<file path="src/hw/rtl/zvj_pkg.sv">
// Package for the shaped jerk-limited trajectory generator: widths, codes,
// word types, unit request/response structs and fixed-point helpers.
// No dependencies; used by the generator, the multiplier and the divider.
`default_nettype none

package zvj_pkg;

  localparam int unsigned QW   = 32;  // Q16.16 data word
  localparam int unsigned TW   = 31;  // unsigned time / jerk magnitude
  localparam int unsigned KW   = 17;  // leading fraction, Q1.16
  localparam int unsigned SW   = 16;  // sample period
  localparam int unsigned FRAC = 16;  // fraction bits
  localparam int unsigned MW   = 48;  // operand magnitude width of the multiplier
  localparam int unsigned HW   = MW / 2;
  localparam int unsigned VW   = MW + 1;  // signed term width
  localparam int unsigned BW   = QW + 1;  // signed second operand width
  localparam int unsigned PW   = MW + QW; // full product width
  localparam int unsigned AW   = 53;  // exact sum width
  localparam int unsigned CW   = 31;  // config data width

  localparam logic [TW-1:0]   JERK_MAX_RST = TW'(65536);
  localparam logic [TW-1:0]   SHAPER_RST   = TW'(3277);
  localparam logic [KW-1:0]   KAPPA_RST    = KW'(32768);
  localparam logic [SW-1:0]   STEP_RST     = SW'(66);
  localparam logic [KW-1:0]   Q_ONE        = KW'(65536);
  localparam logic [TW-1:0]   TIME_MAX     = '1;
  localparam logic [TW-1:0]   ZERO_SPAN    = TW'(3277);
  localparam logic [MW-2:0]   TERM_MAX     = '1;

  typedef enum logic [1:0] {
    REG_JERK_MAX     = 2'd0,
    REG_SHAPER_DELAY = 2'd1,
    REG_KAPPA_LEAD   = 2'd2,
    REG_TIME_STEP    = 2'd3
  } cfg_reg_e;

  typedef enum logic {
    KIND_START = 1'b0,
    KIND_TICK  = 1'b1
  } kind_e;

  typedef struct packed {
    logic                 kind;
    logic signed [QW-1:0] target_accel;
    logic signed [QW-1:0] start_position;
    logic signed [QW-1:0] start_velocity;
    logic signed [QW-1:0] start_accel;
  } in_item_t;

  typedef struct packed {
    logic [TW-1:0]        sample_time;
    logic signed [QW-1:0] jerk_out;
    logic signed [QW-1:0] accel_out;
    logic signed [QW-1:0] velocity_out;
    logic signed [QW-1:0] position_out;
    logic                 done_res;
  } out_item_t;

  typedef struct packed {
    logic                 start;
    logic                 round;
    logic signed [VW-1:0] a;
    logic signed [BW-1:0] b;
  } mul_req_t;

  typedef struct packed {
    logic                 done;
    logic signed [VW-1:0] res;
  } mul_rsp_t;

  typedef struct packed {
    logic          start;
    logic          div3;
    logic [MW-1:0] dividend;
    logic [TW-1:0] divisor;
  } div_req_t;

  typedef struct packed {
    logic          done;
    logic [MW-1:0] quot;
  } div_rsp_t;

  function automatic logic signed [QW-1:0] sat32(input logic signed [AW-1:0] v);
    logic fits;
    fits = (&v[AW-1:QW-1]) || ~(|v[AW-1:QW-1]);
    if (fits) return v[QW-1:0];
    return v[AW-1] ? {1'b1, {(QW-1){1'b0}}} : {1'b0, {(QW-1){1'b1}}};
  endfunction

  // halve, truncating toward zero
  function automatic logic signed [VW-1:0] half(input logic signed [VW-1:0] v);
    logic signed [VW-1:0] tmp;
    tmp = v + $signed(VW'(v[VW-1]));
    return tmp >>> 1;
  endfunction

endpackage

`default_nettype wire

</file>
<file path="src/hw/rtl/zvj_mul.sv">
// Shared Q16.16 multiplier: 48 x 32 magnitude product over two 24 x 32 passes,
// shift by 16, saturate at 2^47-1, restore sign. Depends on zvj_pkg.
`default_nettype none

module zvj_mul (
  input  wire logic              clk_i,
  input  wire logic              rst_ni,
  input  wire zvj_pkg::mul_req_t req_i,
  output      zvj_pkg::mul_rsp_t rsp_o
);

  localparam logic [zvj_pkg::PW-1:0] RND = zvj_pkg::PW'(1) << (zvj_pkg::FRAC - 1);

  logic [zvj_pkg::MW-1:0]         ua_q;
  logic [zvj_pkg::QW-1:0]         ub_q;
  logic [zvj_pkg::PW-1:0]         p_q;
  logic                           neg_q, busy_q, ph_q, done_q;

  logic [zvj_pkg::MW-1:0]         ua;
  logic [zvj_pkg::QW-1:0]         ub;
  logic [zvj_pkg::HW-1:0]         opa;
  logic [zvj_pkg::HW+zvj_pkg::QW-1:0] pp;
  logic [zvj_pkg::PW-1:0]         p_d;
  logic [zvj_pkg::MW-2:0]         mag;
  logic                           sat;

  always_comb begin
    ua  = req_i.a[zvj_pkg::VW-1] ? zvj_pkg::MW'(-req_i.a) : zvj_pkg::MW'(req_i.a);
    ub  = req_i.b[zvj_pkg::BW-1] ? zvj_pkg::QW'(-req_i.b) : zvj_pkg::QW'(req_i.b);
    opa = ph_q ? ua_q[zvj_pkg::MW-1:zvj_pkg::HW] : ua_q[zvj_pkg::HW-1:0];
    pp  = opa * ub_q;
    p_d = ph_q ? p_q + (zvj_pkg::PW'(pp) << zvj_pkg::HW) : p_q + zvj_pkg::PW'(pp);
    // anything at or above bit 63 of the product overflows the 47-bit term
    sat = |p_q[zvj_pkg::PW-1:zvj_pkg::MW+zvj_pkg::FRAC-1];
    mag = sat ? zvj_pkg::TERM_MAX : p_q[zvj_pkg::MW+zvj_pkg::FRAC-2:zvj_pkg::FRAC];
  end

  assign rsp_o.done = done_q;
  assign rsp_o.res  = neg_q ? -$signed({2'b00, mag}) : $signed({2'b00, mag});

  always_ff @(posedge clk_i or negedge rst_ni) begin
    if (!rst_ni) begin
      busy_q <= 1'b0;
      ph_q   <= 1'b0;
      done_q <= 1'b0;
    end else begin
      done_q <= 1'b0;
      if (req_i.start) begin
        busy_q <= 1'b1;
        ph_q   <= 1'b0;
      end else if (busy_q) begin
        if (ph_q) begin
          busy_q <= 1'b0;
          done_q <= 1'b1;
        end else begin
          ph_q <= 1'b1;
        end
      end
    end
  end

  always_ff @(posedge clk_i) begin
    if (req_i.start) begin
      ua_q  <= ua;
      ub_q  <= ub;
      neg_q <= req_i.a[zvj_pkg::VW-1] != req_i.b[zvj_pkg::BW-1];
      p_q   <= req_i.round ? RND : '0;
    end else if (busy_q) begin
      p_q <= p_d;
    end
  end

endmodule

`default_nettype wire

</file>
<file path="config.mk">
export PLATFORM = sky130hd
export DESIGN_NAME = zvj_mul
export DESIGN_NICKNAME = d
export VERILOG_FILES = /design/src/hw/rtl/zvj_pkg.sv /design/src/hw/rtl/zvj_mul.sv
export SDC_FILE = /design/constraint.sdc
export NUM_CORES = 2
export LEC_CHECK = 0
export BUFFER_PORTS_ARGS = -buffer_cell sky130_fd_sc_hd__buf_2
export CAP_MARGIN = 20
export CORE_ASPECT_RATIO = 1.2
export CORE_UTILIZATION = 65
export DETAILED_ROUTE_END_ITERATION = 8
export PLACE_DENSITY = 0.83
export RECOVER_POWER = 50
export SYNTH_ARGS = -nofsm -noshare
export SYNTH_HDL_FRONTEND = slang
export SYNTH_SLANG_ARGS = --single-unit
export TNS_END_PERCENT = 50
</file>
<file path="constraint.sdc">
create_clock -name clk_i -period 14.9 [get_ports clk_i]
set_input_delay 1.49 -clock clk_i [delete_from_list [all_inputs] [get_ports clk_i]]
set_output_delay 1.49 -clock clk_i [all_outputs]
set_load 0.005 [all_outputs]
</file>
==> flow_summary.ini <==
[global_route]
grt_overflow_total = 0
grt_max_degree = 78
grt_pass1_wl_um = 189000
grt_pass1_vias = 34900
grt_usage_pct = 39.0
antenna_found_initial = 4

[cts]
post_cts_buffers = 0
cts-htree-levels = 4
clk_pin_slew_ns = 0.08
cts_tree = built
post_cts_resized = 0
cts.sinks = 164
numCtsBuffers = 17
hold_buffers = 0
clock_path_buffers = 2
clk_latency_ns = 0.47
ctsRootBufferMaster = clkbuf_16

[routing]
remaining_drc_errors = 0
vias = 33600
detail_route.wirelength_um = 119000
drt-pass1-iter-count = 6
drt-vias-per-instance = 6.19
ant_nets = 0
dr.first_iter.drc_count = 3056
routedWlPerCell_um = 21.9

[finish]
mostFrequentLayoutCell = inv_1
num-nets-final = 5653
drive_gt1_share_pct = 5.58
multi_input_area_mm2 = 0.0314
nFillCells = 4774
regArea_mm2 = 0.00491
syn2layout_area_growth_pct = 4.52
final_cell_mix = 790 x inv_1, 660 x fa_1, 616 x nand2_1

[timing]
fmax_ghz = 0.0741
tightest_slew_ns = 4.27
rsz0062_at_grt = false
hold_viol_final = 0
fin_crit_ns = 13.50
fin_crit_sh_pct = 90.6
setup_tns_ns = 0
fin_worst_skew_ns = 0.0261
setup_violations = 0
slew_violations = 262
slew_headroom_pct = -185

[worst_setup_path]
cp-startpoint = ph_q$_DFFE_PN0P_
cp.required_ns = 15.08
cp-start-kind = register
critPathCaptureType = register
crit_top_cell = fa_1
path_class = register to register
crit_path_max_fanout = 49
critPathArrivalTime_ns = 13.68
critPathSlowestCell = a2111oi_1
cp_top_family = adder cells
critPathBufInv = 6
cpPeakStageDelay_ns = 0.98
r2r_start = ph_q$_DFFE_PN0P_

[worst_hold_path]
holdCritStartpoint = busy_q$_DFF_PN0_
min_path_type = register to register

[run_status]
status = complete, but fails checks
violations = capacitance limit, slew limit

[logic_synthesis]
yosysTopAreaCell = fa_1
synth_warnings = 0
synth_seq_cells = 164
synthFlopType = edfxtp_1
avgSynthCellArea_um2 = 8.64
synth_area_mm2 = 0.0401
synth_cells = 4636
synthDistinctLibCells = 75
ys_seq_area_share_pct = 12.3
synth_top_area_share_pct = 33.0
synth_nets = 5681
ys_top_cells_by_area = fa_1 33%, edfxtp_1 12%, ha_1 9.3%
synth-edff-count = 161
async_reset_ff_share_pct = 1.83

[placement]
portBuffers = 135
gp_congestion = 1.01
hpwlAfterDp_um = 92500

[flow_run]
max-cap-violations = 6

[die]
die_h_um = 274
die_w_um = 229
rows = 99
start_util_pct = 65.9
pin_count = 136
die-area_mm2 = 0.0626
coreArea_mm2 = 0.0608
cells by family after synthesis:
logic type | after synthesis | share of synthesized area [%]
xor+xnor | 254 | 5.59
mux | 35 | 0.940
compound gates | 713 | 11.3
fa+ha+maj | 959 | 42.3
simple gates | 1495 | 18.1
buf+inv | 1016 | 9.53
flops | 164 | 12.3
per-layer routing:
layer	wire length (µm)	global-route usage, %
met2	56800	65.4
met5	0	0
met3	12300	8.11
met4	6900	20.3
met1	42800	47.6
registers in the layout, indices dropped and copies added (netlist names):
register,count
ub_q,32
done_q,1
ua_q,48
busy_q,1
p_q,80
neg_q,1
ph_q,1
final cells by class:
cell class	instances	share of cell area, %
well taps	808	2.41
clock buffers	17	1.02
clock inverters	15	0.442
repair buffers	179	2.36
diodes	3	0.0179
flip-flops and latches	164	11.7
inverters	790	7.08
multi-input cells	3456	74.9
Yosys cell counts, types with 7 or more instances:
cell and number:
a31oi_1 23, xnor2_1 179, inv_1 790, a211oi_1 35, nor4_1 25, nand2b_1 31
or3_1 31, or4_1 11, buf_1 7, ha_1 299, o31ai_1 34, o311ai_0 10
a21o_1 103, o22ai_1 38, or2_2 8, edfxtp_1 161, and3_1 20, nand2_1 616
mux2i_1 14, o41ai_1 9, nand4_1 28, xor2_1 74, clkbuf_1 218, and2_1 258
fa_1 660, nor3_1 69, a2111oi_0 8, o21bai_1 25, a21oi_1 213, nand3_1 35
o211ai_1 10, mux2_2 21, nor2_1 220, o21ai_0 133, nor2b_1 116, o21a_1 17
metrics by stage:
stage	instance area (µm²)	hold WS (ns)	setup slack, ns	util [%]	cells
2_1_floorplan	40100	0.505	4.08	-	4636
3_3_place_gp	41300	0.569	1.44	67.9	5396
3_5_place_dp	41300	0.576	1.74	67.9	5397
4_1_cts	41900	0.595	1.71	68.9	5429
5_1_grt	41900	0.619	0.972	68.8	5429
6_report	41900	0.598	1.40	68.9	5432
path summary, 6_finish.rpt:
path / to / cells after the start / slack (ns)
worst max register to register: p_q[50]$_SDFFCE_PP0P_ / 39 / 1.40
worst min register to register: busy_q$_DFF_PN0_ / 1 / 0.60
min in group asynchronous: done_q$_DFF_PN0_ / 1 / 0.86
worst max-delay path: p_q[50]$_SDFFCE_PP0P_ / 39 / 1.40
max in group asynchronous: ph_q$_DFFE_PN0P_ / 1 / 13.81
worst min-delay path: busy_q$_DFF_PN0_ / 1 / 0.60
Power is not shown: default switching activity piles up to over one toggle a cycle in this logic, so the estimate is an artifact.
