File: config.mk
export PLATFORM = sky130hd
export DESIGN_NAME = zvj_div
export DESIGN_NICKNAME = d
export VERILOG_FILES = /design/src/hw/rtl/zvj_pkg.sv /design/src/hw/rtl/zvj_div.sv
export SDC_FILE = /design/constraint.sdc
export NUM_CORES = 1
export LEC_CHECK = 0
export ABC_AREA = 0
export BUFFER_PORTS_ARGS = -buffer_cell sky130_fd_sc_hd__buf_4
export CORE_AREA = 2 2 127 104
export DETAILED_ROUTE_END_ITERATION = 10
export DIE_AREA = 0 0 129 106
export HOLD_SLACK_MARGIN = 0.12
export PLACE_DENSITY = 0.84
export SLEW_MARGIN = 0
export SYNTH_ARGS = -nofsm -noshare
export SYNTH_HDL_FRONTEND = slang
export SYNTH_SLANG_ARGS = --single-unit
File: constraint.sdc
create_clock -name clk_i -period 12.6 [get_ports clk_i]
set_clock_uncertainty 0.2 [all_clocks]
set_input_delay 0.63 -clock clk_i [delete_from_list [all_inputs] [get_ports clk_i]]
set_output_delay 0.63 -clock clk_i [all_outputs]
set_load 0.05 [all_outputs]
File: src/hw/rtl/zvj_pkg.sv
// Package for the shaped jerk-limited trajectory generator: widths, codes,
// word types, unit request/response structs and fixed-point helpers.
// No dependencies; used by the generator, the multiplier and the divider.
`default_nettype none

package zvj_pkg;

  localparam int unsigned QW   = 32;  // Q16.16 data word
  localparam int unsigned TW   = 31;  // unsigned time / jerk magnitude
  localparam int unsigned KW   = 17;  // leading fraction, Q1.16
  localparam int unsigned SW   = 16;  // sample period
  localparam int unsigned FRAC = 16;  // fraction bits
  localparam int unsigned MW   = 48;  // operand magnitude width of the multiplier
  localparam int unsigned HW   = MW / 2;
  localparam int unsigned VW   = MW + 1;  // signed term width
  localparam int unsigned BW   = QW + 1;  // signed second operand width
  localparam int unsigned PW   = MW + QW; // full product width
  localparam int unsigned AW   = 53;  // exact sum width
  localparam int unsigned CW   = 31;  // config data width

  localparam logic [TW-1:0]   JERK_MAX_RST = TW'(65536);
  localparam logic [TW-1:0]   SHAPER_RST   = TW'(3277);
  localparam logic [KW-1:0]   KAPPA_RST    = KW'(32768);
  localparam logic [SW-1:0]   STEP_RST     = SW'(66);
  localparam logic [KW-1:0]   Q_ONE        = KW'(65536);
  localparam logic [TW-1:0]   TIME_MAX     = '1;
  localparam logic [TW-1:0]   ZERO_SPAN    = TW'(3277);
  localparam logic [MW-2:0]   TERM_MAX     = '1;

  typedef enum logic [1:0] {
    REG_JERK_MAX     = 2'd0,
    REG_SHAPER_DELAY = 2'd1,
    REG_KAPPA_LEAD   = 2'd2,
    REG_TIME_STEP    = 2'd3
  } cfg_reg_e;

  typedef enum logic {
    KIND_START = 1'b0,
    KIND_TICK  = 1'b1
  } kind_e;

  typedef struct packed {
    logic                 kind;
    logic signed [QW-1:0] target_accel;
    logic signed [QW-1:0] start_position;
    logic signed [QW-1:0] start_velocity;
    logic signed [QW-1:0] start_accel;
  } in_item_t;

  typedef struct packed {
    logic [TW-1:0]        sample_time;
    logic signed [QW-1:0] jerk_out;
    logic signed [QW-1:0] accel_out;
    logic signed [QW-1:0] velocity_out;
    logic signed [QW-1:0] position_out;
    logic                 done_res;
  } out_item_t;

  typedef struct packed {
    logic                 start;
    logic                 round;
    logic signed [VW-1:0] a;
    logic signed [BW-1:0] b;
  } mul_req_t;

  typedef struct packed {
    logic                 done;
    logic signed [VW-1:0] res;
  } mul_rsp_t;

  typedef struct packed {
    logic          start;
    logic          div3;
    logic [MW-1:0] dividend;
    logic [TW-1:0] divisor;
  } div_req_t;

  typedef struct packed {
    logic          done;
    logic [MW-1:0] quot;
  } div_rsp_t;

  function automatic logic signed [QW-1:0] sat32(input logic signed [AW-1:0] v);
    logic fits;
    fits = (&v[AW-1:QW-1]) || ~(|v[AW-1:QW-1]);
    if (fits) return v[QW-1:0];
    return v[AW-1] ? {1'b1, {(QW-1){1'b0}}} : {1'b0, {(QW-1){1'b1}}};
  endfunction

  // halve, truncating toward zero
  function automatic logic signed [VW-1:0] half(input logic signed [VW-1:0] v);
    logic signed [VW-1:0] tmp;
    tmp = v + $signed(VW'(v[VW-1]));
    return tmp >>> 1;
  endfunction

endpackage

`default_nettype wire

File: src/hw/rtl/zvj_div.sv
// Shared restoring divider: one quotient bit a cycle for a general divisor,
// eight bits a cycle in divide-by-three mode. Depends on zvj_pkg.
`default_nettype none

module zvj_div (
  input  wire logic              clk_i,
  input  wire logic              rst_ni,
  input  wire zvj_pkg::div_req_t req_i,
  output      zvj_pkg::div_rsp_t rsp_o
);

  localparam int unsigned STEP3 = 8;
  localparam int unsigned CNTW  = $clog2(zvj_pkg::MW + 1);
  localparam logic [2:0]  DIV3  = 3'd3;

  logic [zvj_pkg::MW-1:0] n_q, n_d;
  logic [zvj_pkg::TW-1:0] r_q, r_d, dv_q;
  logic                   div3_q, busy_q, done_q;
  logic [CNTW-1:0]        cnt_q;

  always_comb begin
    logic [zvj_pkg::TW:0] r2;
    logic [2:0]           r3;
    logic                 b;
    n_d = n_q;
    r_d = r_q;
    r2  = '0;
    r3  = '0;
    b   = 1'b0;
    if (div3_q) begin
      for (int i = 0; i < STEP3; i++) begin
        r3  = {r_d[1:0], n_d[zvj_pkg::MW-1]};
        b   = r3 >= DIV3;
        r3  = b ? r3 - DIV3 : r3;
        r_d = zvj_pkg::TW'(r3[1:0]);
        n_d = {n_d[zvj_pkg::MW-2:0], b};
      end
    end else begin
      r2  = {r_q, n_q[zvj_pkg::MW-1]};
      b   = r2 >= {1'b0, dv_q};
      r2  = b ? r2 - {1'b0, dv_q} : r2;
      r_d = r2[zvj_pkg::TW-1:0];
      n_d = {n_q[zvj_pkg::MW-2:0], b};
    end
  end

  assign rsp_o.done = done_q;
  assign rsp_o.quot = n_q;

  always_ff @(posedge clk_i or negedge rst_ni) begin
    if (!rst_ni) begin
      busy_q <= 1'b0;
      done_q <= 1'b0;
      cnt_q  <= '0;
    end else begin
      done_q <= 1'b0;
      if (req_i.start) begin
        busy_q <= 1'b1;
        cnt_q  <= req_i.div3 ? CNTW'(zvj_pkg::MW / STEP3) : CNTW'(zvj_pkg::MW);
      end else if (busy_q) begin
        cnt_q <= cnt_q - CNTW'(1);
        if (cnt_q == CNTW'(1)) begin
          busy_q <= 1'b0;
          done_q <= 1'b1;
        end
      end
    end
  end

  always_ff @(posedge clk_i) begin
    if (req_i.start) begin
      n_q    <= req_i.dividend;
      r_q    <= '0;
      dv_q   <= req_i.divisor;
      div3_q <= req_i.div3;
    end else if (busy_q) begin
      n_q <= n_d;
      r_q <= r_d;
    end
  end

endmodule

`default_nettype wire
==> results of run 1 <==
-- layout by cell type, fill, tap and decap left out, types with 6 or more instances in the layout --
master | synthesis | final
a21o_1 | 15 | 15
nor2b_1 | 8 | 8
inv_1 | 42 | 41
o211ai_1 | 6 | 6
xor2_1 | 11 | 11
buf_4 | 2 | 136
nand2b_1 | 8 | 8
a32oi_1 | 8 | 8
nor3_1 | 15 | 15
ha_1 | 41 | 41
o31ai_1 | 8 | 8
nand4_1 | 6 | 6
dfrtp_1 | 8 | 8
a21oi_1 | 38 | 38
o21ai_0 | 89 | 89
mux2i_1 | 52 | 52
nor2_1 | 41 | 40
nand2_1 | 100 | 100
edfxtp_1 | 80 | 80
o21ai_1 | 8 | 8
xnor2_1 | 16 | 16
clkbuf_16 | 0 | 17
dfxtp_1 | 31 | 31
nand3_1 | 9 | 9
-- sequential cells by signal (all words and copies together), names as in the netlist --
signal and cells:
done_q 1, r_q 31, div3_q 1, dv_q 31, busy_q 1, n_q 48, cnt_q 6
-- repair_timing --
item / 4_1_cts / 5_1_grt
hold buffers: 1 / 0
hold endpoints to repair: 8 / 0
setup buffers: 0 / 0
-- kinds of logic (layout without fill, tap and decap cells) --
group                    count (synthesis)  after routing
multiplexers                            57             57
adder cells (fa/ha/maj)                 42             42
AO/OA/AOI/OAI                          218            218
XOR/XNOR                                27             27
buffers and inverters                   80            211
AND/OR/NAND/NOR                        217            217
flip-flops                             119            119
-- worst max-delay path: cells and delay by family (launching register included) --
family,cells,cell delay (ps)
compound gates,10,1800
fa+ha+maj,8,2180
flops,1,530
mux,5,1170
simple gates,9,1620
-- final timing paths --
| path | depth (start not counted) | endpoint |
|---|---|---|
| worst min-delay path | 1 | dv_q[26] |
| worst min register to register | 2 | r_q[14] |
| min in group asynchronous | 2 | done_q |
| worst max-delay path | 32 | r_q[0] |
| max in group asynchronous | 2 | busy_q |
| worst max register to register | 32 | r_q[0] |
-- power by group through the flow --
stage	clock (µW)	sequential, µW	combinational (µW)
after CTS	449	510	547
after floorplan	0	589	329
final	444	512	550
after detailed placement	0	517	541
after global routing	466	516	594
after global placement	0	515	511
-- synthesized netlist by cell type, drive strengths merged (11+ instances only) --
cell    count
edfxtp     80
mux2i      54
ha         41
inv        42
a21o       15
nor2       41
nor3       17
nand2     100
dfxtp      31
xnor2      16
o21ai      97
xor2       11
clkbuf     31
a21oi      38
-- through the flow --
step,instances,total power (µW),utilization (%)
detailed placement,1033,1060,67.0
floorplan,760,918,-
global placement,1033,1030,67.0
CTS,1066,1510,71.4
global route,1066,1580,71.4
finish,1066,1510,71.4
-- metal layers --
metal,part of all wire (%),wire length [µm]
met1,43,8060
met5,0,0
met2,48,8970
met4,2.1,401
met3,6.6,1230
-- final cells by class --
| cell class | count | area [µm²] | area share [%] |
|---|---|---|---|
| Timing Repair Buffer | 137 | 1030 | 11.5 |
| Clock inverter | 7 | 46.3 | 0.517 |
| Multi-Input combinational cell | 561 | 3780 | 42.2 |
| Sequential cell | 119 | 3220 | 36.0 |
| Clock buffer | 25 | 495 | 5.53 |
| Tap cell | 175 | 219 | 2.45 |
| Inverter | 42 | 158 | 1.76 |
==> flow_summary.toml, run 1 <==
[grt]
track_usage_pct = 27.9
grt_pass1_vias = 6122
met1_usage_pct = 36.8
gr-usage-met3_pct = 8.35
antenna_found_initial = 0
met2_usage_pct = 44.4
grt_pass1_wl_um = 29700
gr-total-overflow = 0
grt_max_degree = 83
grt-busiest-layer = "met2"

[worst_setup_path]
cpPeakStageDelay_ps = 530
crit_path_start_kind = "flip-flop"
crit_start = "n_q[47]"
critical_path_class = "flip-flop to flip-flop"
rr_startpoint = "n_q[47]"
arrival_ps = 7730
endpoint_kind = "flip-flop"
path_max_fanout = 11
rrSetupSlack_ps = 4950
worstPathRequired_ps = 12680
cp_common_cell = "ha_1"
cpMaxStageDelayCell = "edfxtp_1"

[pwr]
p_leak_uw = 0.00393
combPwrFrac_pct = 36.5
power.switching_uw = 548
vdd_ir_drop_max_mv = 0.133
switching_share_pct = 36.4
clkPwrFrac_pct = 29.5
seqPwrFrac_pct = 34.0
p_int_uw = 959
pwr_density_cell_nw_per_um2 = 168

[route]
drt_first_iter_violations = 544
drtAntennaViolNets = 0
vias_per_cell = 5.89
firstDrtPassIters = 6
drc = 0
wl_per_cell_um = 17.5
wl_um = 18700
vias = 6282

[clock_network]
ctsResizeCount = 0
clk_path_buf_depth = 2
clk_pin_slew_worst_paths_ps = 60
clock_sinks = 119
htreeDepth = 4
cts_made_buffers = 17
cts.root.buffer_cell = "clkbuf_16"
cts_tree = "built"
insertion_delay_ps = 420

[final_layout]
nFillCells = 901
layout-drive-gt1-share_pct = 21.2
diodes = 0
design_area_um2 = 8950
nets = 1003
syn2layout_area_growth_pct = 22.5

[floorplanning]
die_x_um = 129
die_area_um2 = 13700
core_um2 = 12500
rows = 37
io_pins = 132
start_util_pct = 58.2
die_h_um = 106

[synth]
synth_nets = 885
ys_types = 70
synth_edf_count = 80
synthSimpleGateAreaFrac_pct = 13.9
yosysTopAreaCell = "edfxtp_1"
syn-instance-count = 760
synth_top_family_by_area = "compound AO/OA/AOI/OAI gates"
synth-main-ff-cell = "edfxtp_1"
synth_compound_area_share_pct = 19.0
synth_area_um2 = 7310
synthXorXnorAreaFrac_pct = 3.24
synthAdderAreaFrac_pct = 7.30
synth_mux_area_share_pct = 8.25
async_flop_share_pct = 6.72
ys_warn_count = 0
synthTopCellsByArea = "edfxtp_1, dfxtp_1, mux2i_1"
ys_seq_elements = 119
ys_seq_area_share_pct = 44.1
yosysTopAreaCellShare_pct = 32.9
synth_area_per_cell_um2 = 9.61

[timing]
period_minus_slack_ps = 7650
fin_tns_setup_ps = 0
grt_setup_unrepaired = "false"
relSlewSlack_pct = 30.9
slew_viol_final = 0
fmax_mhz = 131
hold_violations = 0
setup_ws_ps = 4950
setup_viol = 0
period_share_pct = 60.7
whs_ps = 181
worst_pin_slew_ps = 1040

[place]
port_buffers = 131
pre_cts_slack_ps = 5050
gp_congestion = 0.863
dp_hpwl_um = 12800
dpl_cell_area_um2 = 8400

[outcome]
outcome = "complete, no violations"

[job]
maxCapViolCount = 0

[worst_hold_path]
hp-start = "req_i[26]"
hold_path_class = "input port to flip-flop"
(Power assumes the default switching activity.)
==> run 2, diff against run 1 <==
Settings changed: CORE_AREA 2 2 127 104 to 2 2 130 107, DIE_AREA 0 0 129 106 to 0 0 132 109, PLACE_DENSITY 0.84 to 0.8.
Clock period 12.6 ns to 7.9 ns, I/O delays scaled along.
==> run 2 against run 1 <==
Effect of this change: largest cell class unchanged; wire length grew 9.0%; critical path type unchanged; register-to-register slack lost 4400 ps; setup slack got worse by 4400 ps; utilization increased by 3.1 points.
==> flow_summary.toml, run 2 (same netlist as run 1, synthesis figures left out) <==
[outcome]
outcome = "complete, no violations"

[floorplanning]
die_h_um = 109
io_pins = 132
rows = 38
core_um2 = 13200
die_area_um2 = 14400
die_x_um = 132
start_util_pct = 55.5

[final_layout]
final_common_cell = "buf_4"
diodes = 0
nFillCells = 866
post-route-util_pct = 74.5
layout-drive-gt1-share_pct = 20.2
largest_reg_flops = 48
design_area_um2 = 9810
syn2layout_area_growth_pct = 34.2
largestRegisters = "n_q: 48 flops, dv_q: 31 flops, r_q: 31 flops"
nets = 1087
largest-register = "n_q"
final_cell_mix = "buf_4, nand2_1, o21ai_0"

[grt]
track_usage_pct = 29.2
gr-total-overflow = 0
grt_pass1_vias = 6713
grt_max_degree = 81
antenna_found_initial = 0
grt_pass1_wl_um = 32900

[worst_setup_path]
rrSetupSlack_ps = 500
worstPathRequired_ps = 8030
arrival_ps = 7530
critical_path_class = "flip-flop to flip-flop"
crit_path_start_kind = "flip-flop"
path_max_fanout = 9
cpMaxStageDelayCell = "edfxtp_1"
endpoint_kind = "flip-flop"
cpPeakStageDelay_ps = 520
cp_common_cell = "ha_1"

[timing]
fin_tns_setup_ps = 0
period_share_pct = 93.7
fmax_mhz = 135
hold_violations = 0
relSlewSlack_pct = 30.0
period_minus_slack_ps = 7400
setup_viol = 0
worst_pin_slew_ps = 1050
slew_viol_final = 0
setup_ws_ps = 501

[route]
wl_um = 20300
vias_per_cell = 5.82
drtAntennaViolNets = 0
wl_per_cell_um = 17.6
firstDrtPassIters = 5
drt_first_iter_violations = 497
vias = 6711
drc = 0

[pwr]
pwr_density_cell_nw_per_um2 = 252
vdd_ir_drop_max_mv = 0.178
p_leak_uw = 0.00427

[clock_network]
clk_pin_slew_worst_paths_ps = 60
htreeDepth = 4
clock_sinks = 119
cts_made_buffers = 17
insertion_delay_ps = 430
cts_tree = "built"
cts.root.buffer_cell = "clkbuf_16"
clk_path_buf_depth = 2

[place]
pre_cts_slack_ps = 202
port_buffers = 131
dp_hpwl_um = 13200
dpl_cell_area_um2 = 8410
gp_congestion = 0.874

[worst_hold_path]
hold_path_class = "flip-flop to flip-flop"

[job]
maxCapViolCount = 0
[run 2: area by class of cell]
type / count / area (µm²) / area share, %
clock buffer: 18 / 429 / 4.38
tap: 180 / 225 / 2.30
multi-input combinational: 561 / 3800 / 38.7
inverter: 42 / 158 / 1.61
clock inverter: 13 / 109 / 1.11
timing repair buffer: 221 / 1860 / 19.0
sequential: 119 / 3220 / 32.9
[run 2: what timing repair did]
| item | 4_1_cts | 5_1_grt |
|---|---|---|
| resized for setup | 0 | 5 |
| hold buffers | 82 | 0 |
| hold endpoints to repair | 92 | 0 |
| buffers inserted | 0 | 3 |
| endpoints found under the setup margin | 0 | 3 |
[run 2: worst max-delay path: cells and delay by family, from the launching register on]
kind | cells | cell delay [ps]
flip-flops | 1 | 520
AND/OR/NAND/NOR | 11 | 1820
multiplexers | 4 | 640
adder cells (fa/ha/maj) | 8 | 2100
AO/OA/AOI/OAI | 11 | 2030
[run 2: stage by stage]
stage               hold WS (ps)  instances  total power [µW]
global placement            15.4       1038              1640
detailed placement          19.1       1038              1700
floorplan                   -101        760              1460
finish                       271       1154              2480
CTS                          271       1151              2440
global route                 303       1154              2590
[run 2: worst paths after layout]
kind                            startpoint     end  cells after the start
max in group asynchronous           rst_ni  busy_q                      3
worst min-delay path                r_q[2]  r_q[2]                      2
worst min register to register      r_q[2]  r_q[2]                      2
worst max-delay path               n_q[47]  r_q[0]                     34
worst max register to register     n_q[47]  r_q[0]                     34
min in group asynchronous           rst_ni  done_q                      3
[run 2: report_power, final]
group | switching (µW) | internal [µW]
sequential | 76.5 | 742
combinational | 547 | 394
clock | 289 | 427
[run 2: layer usage]
metal,part of all wire (%),GRT usage [%]
met2,49,50.4
met5,0,0
met4,2.2,10.7
met3,7.0,6.32
met1,42,36.5
